`config.mk`:
```
export PLATFORM = sky130hd
export DESIGN_NAME = smvm_mac
export DESIGN_NICKNAME = d
export VERILOG_FILES = /design/src/rtl/smvm_pkg.sv /design/src/rtl/smvm_mac.sv
export SDC_FILE = /design/constraint.sdc
export NUM_CORES = 2
export LEC_CHECK = 0
export BUFFER_PORTS_ARGS = -buffer_cell sky130_fd_sc_hd__buf_2
export CORE_MARGIN = 2
export CORE_UTILIZATION = 62
export DETAILED_ROUTE_END_ITERATION = 7
export PLACE_DENSITY_LB_ADDON = 0.3
export SLEW_MARGIN = 25
export SYNTH_ARGS = -nofsm -noshare
export SYNTH_HDL_FRONTEND = slang
export SYNTH_SLANG_ARGS = --single-unit
export TNS_END_PERCENT = 50
```
`constraint.sdc`:
```
create_clock -name i_clk -period 11.5 [get_ports i_clk]
set_clock_uncertainty 0.15 [all_clocks]
set_input_delay 2.3 -clock i_clk [delete_from_list [all_inputs] [get_ports i_clk]]
set_output_delay 2.3 -clock i_clk [all_outputs]
set_load 0.05 [all_outputs]
```
`src/rtl/smvm_pkg.sv`:
```
`default_nettype none
// ----------------------------------------------------------------------------
// smvm_pkg
// types and constants shared by the sparse matrix-vector multiply modules
// ----------------------------------------------------------------------------
package smvm_pkg;

    localparam int ACTION_W = 2;
    localparam int COLUMN_W = 12;
    localparam int VALUE_W  = 32;
    localparam int ROW_W    = 16;
    localparam int ACC_W    = 48;
    localparam int PROD_W   = 2 * VALUE_W;
    localparam int CFG_W    = 11;

    localparam logic [CFG_W-1:0] COLUMN_COUNT_RESET = 11'd1024;

    localparam logic signed [ACC_W-1:0] ACC_MAX = 48'sh7FFF_FFFF_FFFF;
    localparam logic signed [ACC_W-1:0] ACC_MIN = 48'sh8000_0000_0000;

    localparam logic signed [VALUE_W-1:0] SUM_MAX = 32'sh7FFF_FFFF;
    localparam logic signed [VALUE_W-1:0] SUM_MIN = 32'sh8000_0000;

    typedef enum logic [ACTION_W-1:0] {
        ACT_LOAD    = 2'd0,
        ACT_NONZERO = 2'd1,
        ACT_END_ROW = 2'd2,
        ACT_RESTART = 2'd3
    } t_action;

    typedef struct packed {
        logic mul_en;
        logic acc_en;
        logic clear;
    } t_mac_ctrl;

endpackage
`default_nettype wire

```
`src/rtl/smvm_mac.sv`:
```
`default_nettype none
// ----------------------------------------------------------------------------
// smvm_mac
// registered multiply, floor shift, saturating 48-bit row accumulator
// ----------------------------------------------------------------------------
module smvm_mac #(
    parameter int FRACTION_BITS = 16
) (
    input  wire logic                                   i_clk,
    input  wire logic                                   i_rst_n,
    input  wire smvm_pkg::t_mac_ctrl                    i_ctrl,
    input  wire logic signed [smvm_pkg::VALUE_W-1:0]    i_matrix_value,
    input  wire logic signed [smvm_pkg::VALUE_W-1:0]    i_vector_value,
    output logic signed      [smvm_pkg::ACC_W-1:0]      o_acc
);

    import smvm_pkg::*;

    logic signed [PROD_W-1:0] r_product;
    logic signed [ACC_W-1:0]  r_acc;
    logic signed [ACC_W-1:0]  n_acc;

    logic signed [PROD_W-1:0] w_shifted;
    logic signed [ACC_W-1:0]  w_prod_sat;
    logic signed [ACC_W:0]    w_sum;
    logic                     w_prod_fits;

    always_ff @(posedge i_clk) begin
        if (i_ctrl.mul_en) begin
            r_product <= i_matrix_value * i_vector_value;
        end
    end

    // arithmetic shift gives rounding toward minus infinity
    assign w_shifted   = r_product >>> FRACTION_BITS;
    assign w_prod_fits = (&w_shifted[PROD_W-1:ACC_W-1]) | ~(|w_shifted[PROD_W-1:ACC_W-1]);
    assign w_prod_sat  = w_prod_fits ? w_shifted[ACC_W-1:0]
                                     : (w_shifted[PROD_W-1] ? ACC_MIN : ACC_MAX);
    assign w_sum       = {r_acc[ACC_W-1], r_acc} + {w_prod_sat[ACC_W-1], w_prod_sat};

    always_comb begin
        n_acc = r_acc;
        if (i_ctrl.clear) begin
            n_acc = '0;
        end else if (i_ctrl.acc_en) begin
            if (w_sum[ACC_W] == w_sum[ACC_W-1]) begin
                n_acc = w_sum[ACC_W-1:0];
            end else begin
                n_acc = w_sum[ACC_W] ? ACC_MIN : ACC_MAX;
            end
        end
    end

    always_ff @(posedge i_clk) begin
        if (!i_rst_n) begin
            r_acc <= '0;
        end else begin
            r_acc <= n_acc;
        end
    end

    assign o_acc = r_acc;

endmodule
`default_nettype wire
```
== Word-level counts from Yosys, hierarchy flattened ==
Index checks and enable logic that the tools add are counted.

* Flip-flop bits (word level): 112
* Input bits: 69
* Output and inout port bits: 48
* Logic and storage cells: 9

* $add $sub $neg: 1
* Multiply operators: 1
* Equal/unequal tests: 1
* Multiplexer cells: 2
* Bitwise operators: 1
* Reductions and logical operators: 1

{| class="wikitable"
|+ Operators by type and width
! cell !! count
|-
| two-way mux 48 bit || 2
|-
| multiplier 32 x 32 -> 64 bit || 1
|-
| adder 48 x 48 -> 49 bit || 1
|-
| OR reduction 2 bit || 1
|-
| equality test 1 bit || 1
|-
| inverter 1 bit || 1
|}

== Depth between registers and ports, before layout ==
* Word-level depth: 3
* Depth in mapped cells: 29
* Depth with buffers taken out: 28

== Worst setup path before layout ==
OpenSTA, ideal clock, no wires.

* Path type: input to register
* Start point: input i_vector_value[2] (netlist name)
* End point: register r_product[62] (data pin)
* Setup time: 0.266 ns
* Data arrival time: 9.702 ns
* Required time: 11.084 ns
* Path slack: 1.382 ns
* Stages: 27
* Buffers on the path: 2
* Cells stage by stage: clkbuf_1 -> nand2_1 -> inv_1 -> fa_1 -> fa_1 -> fa_1 -> inv_1 -> fa_1 -> inv_1 -> fa_1 -> fa_1 -> inv_1 -> fa_1 -> inv_1 -> fa_1 -> ha_1 -> clkbuf_1 -> a21o_1 -> a21o_1 -> a21o_1 -> a21o_1 -> a21oi_1 -> nor2_1 -> a21oi_1 -> o21ai_1 -> o41ai_1 -> xnor2_1

* Word-level cells in the longest chain between the ends: 1

{| class="wikitable"
|+ RTL lines
! what !! RTL line !! text
|-
| from (decl) || smvm_mac.sv:13 || <nowiki>input wire logic signed [smvm_pkg::VALUE_W-1:0] i_vector_value,</nowiki>
|-
| multiplier 32 x 32 -> 64 bit || smvm_mac.sv:30 || <nowiki>r_product <= i_matrix_value * i_vector_value;</nowiki>
|-
| to (signal assigned) || smvm_mac.sv:30 ||
|-
| to (decl) || smvm_mac.sv:19 || <nowiki>logic signed [PROD_W-1:0] r_product;</nowiki>
|}

Every way passes these cells.
A chain may end at the register's enable or synchronous reset.

== Worst setup path after layout ==
* Start point: input i_vector_value[9] (netlist name)
* End point: register r_product[44] (data pin)

The elaborated chain is that of the path after synthesis.

==> out/metrics.cfg <==
[status]
status=complete, no violations

[timing]
final.setup.tns_ns=0
fmax_ghz=0.0961
finalCritPeriodShare=0.905
finalSetupViolations=0
rsz0062_at_grt=false
worst_pin_slew_ns=0.966
drv_slew=0
hold_viol=0
min_period_ns=10.40
max_slew_margin=0.356

[setup_path]
rr_startpoint=r_product[16]$_DFFE_PP_
cp-end-kind=register
rr_worst_depth=13
r2r_slack_ns=7.46
cp-start-kind=input pin
crit_fanout=32
crit_required_ns=11.45
arrival_ns=10.35
regToRegEndpoint=o_acc[46]$_SDFFE_PP0P_
path_class=in2reg

[global_routing]
grt_antenna_before_repair=6
grt_overflow=0
grt_max_degree=96
track_usage=0.309
grt_pass1_vias=32900
grt_pass1_wl_microns=171000

[final_layout]
nets=5716
drive_gt1_frac=0.0523
areaGrowthSynthToFinish_pct=2.98

[logic_synthesis]
synth_ff_type=edfxtp_1
synth_edf_count=48
yosys.area.top_type=fa_1
avgSynthCellArea_sq_um=9.44
yosysWarningCount=0
synthArstFlopShare=0
synth_cells=4431
synth_seq_cells=96
synth_top_area_share=0.518
yosysUniqueCellTypes=70
synth_seq_area_share=0.0574
netlist_area_sq_um=41800
synth_area_leaders=fa_1, inv_1, and2_1
syn_nets=5810

[clocking]
cts_made_buffers=9
root_buffer=clkbuf_16
cts_sinks=96
cts_hold_buf=0
clockBufferDepth=2
cts_tree=done
cts_resized=0
cts_max_level=3
postCtsSetupRepairBufs=0
clock_latency_ns=0.36
path_clk_slew_ns=0.07

[floorplanning]
die_h_microns=264
core_area_sq_um=67000
core.rowCount=95
die-area_sq_um=69600
die_x_microns=264
initial_core_util=0.624
io_pins=117

[routing]
finalWirelength_microns=102000
drtAntennaViolNets=0
wl_per_cell_microns=19.6
vias_per_cell=5.69
drcViolationCount=0
drtIter0Drc=1655
num_vias=29700
first_pass_iters=5

[min_path]
min_path_type=reg2reg
min_to=o_acc[0]$_SDFFE_PP0P_
holdPathStages=2
min_from=o_acc[0]$_SDFFE_PP0P_

[place]
gp_congestion=0.910
dp.final_hpwl_microns=83600
port_buffers=116

[run]
maxCapViolCount=0

metrics by stage:
| step | hold WS [ns] | std cells | setup slack [ns] | utilization | cell area, sq um |
|---|---|---|---|---|---|
| 6_report | 0.410 | 5217 | 1.10 | 0.643 | 43100 |
| 5_1_grt | 0.457 | 5216 | 0.565 | 0.643 | 43100 |
| 4_1_cts | 0.408 | 5215 | 1.14 | 0.643 | 43100 |
| 3_5_place_dp | 0.390 | 5199 | 0.760 | 0.638 | 42800 |
| 3_3_place_gp | 0.391 | 5199 | 0.939 | 0.638 | 42800 |
| 2_1_floorplan | 0.608 | 4431 | 1.38 | - | 41800 |
registers in the layout, summed over array words and instances (netlist names):
signal,flops
o_acc,48
r_product,48
cells by family after synthesis:
group | after synthesis | synth area share
adder cells (fa/ha/maj) | 1357 | 0.598
AND/OR/NAND/NOR | 1240 | 0.149
buffers and inverters | 1212 | 0.110
XOR/XNOR | 100 | 0.0209
flip-flops | 96 | 0.0574
multiplexers | 3 | 0.000747
AO/OA/AOI/OAI | 423 | 0.0646
per-layer routing:
| metal | wire, microns | track usage | share of wire |
|---|---|---|---|
| met5 | 50 | 0 | 0.00049 |
| met4 | 5560 | 0.143 | 0.054 |
| met3 | 5220 | 0.0312 | 0.051 |
| met2 | 53300 | 0.552 | 0.52 |
| met1 | 38100 | 0.382 | 0.37 |
worst max-delay path by stage:
stage | start | to | cells past startpoint
2_1_floorplan | i_vector_value[2] | r_product[62]$_DFFE_PP_ | 27
3_3_place_gp | i_matrix_value[31] | r_product[62]$_DFFE_PP_ | 28
3_5_place_dp | i_matrix_value[31] | r_product[62]$_DFFE_PP_ | 28
4_1_cts | i_matrix_value[31] | r_product[62]$_DFFE_PP_ | 28
5_1_grt | i_matrix_value[31] | r_product[62]$_DFFE_PP_ | 28
6_report | i_vector_value[9] | r_product[44]$_DFFE_PP_ | 26
layout by cell type, fill, tap and decap left out, types with 11 or more instances in the layout:
master and instances:
xor2_1 41, o21ai_0 101, nand2_1 533, xnor2_1 59
a31oi_1 12, a21oi_1 125, buf_4 23, edfxtp_1 48
nor2_1 74, fa_1 1082, a21oi_2 30, buf_2 115
a21o_1 58, dfxtp_1 48, maj3_1 17, and3_1 11
nor3_1 19, clkbuf_16 11, nand4_1 25, and2_1 517
maj3_2 30, ha_1 228, nand2b_1 15, o211ai_1 13
nand3_1 15, inv_1 969
cell usage after synthesis (all sizes together) (25+ instances only):
cell type and n:
maj3 47, a21oi 155, nand2 533, inv 969, dfxtp 48, fa 1082, xnor2 59, edfxtp 48
a21o 58, clkbuf 234, nor2 74, xor2 41, o21ai 107, ha 228, nand4 25, and2 517
critical path, cell delays in order:
cell	delay [ns]
buf_2	0.56
nand2_1	0.20
fa_1	0.57
inv_1	0.06
fa_1	0.44
fa_1	0.50
inv_1	0.05
fa_1	0.47
inv_1	0.05
fa_1	0.50
inv_1	0.05
fa_1	0.53
inv_1	0.05
fa_1	0.50
fa_1	0.47
ha_1	0.41
a2111oi_0	0.46
o21ai_0	0.15
o21ai_0	0.15
o41ai_1	0.14
nor3_2	0.52
o21bai_1	0.16
and2_1	0.22
o41ai_1	0.42
o21ai_0	0.22
xor2_1	0.17
area by class of cell:
type                       count  area [sq um]
timing repair buffer         138           748
clock inverter                 3          46.3
fill                        5525         23900
clock buffer                  13           284
antenna                        2          5.00
sequential                    96          2400
multi-input combinational   3123         34900
inverter                     969          3640
tap                          873          1090
Power is left out: the tool's default activity adds up to more than one toggle a clock period on the data nets, which glitch-free logic cannot reach.
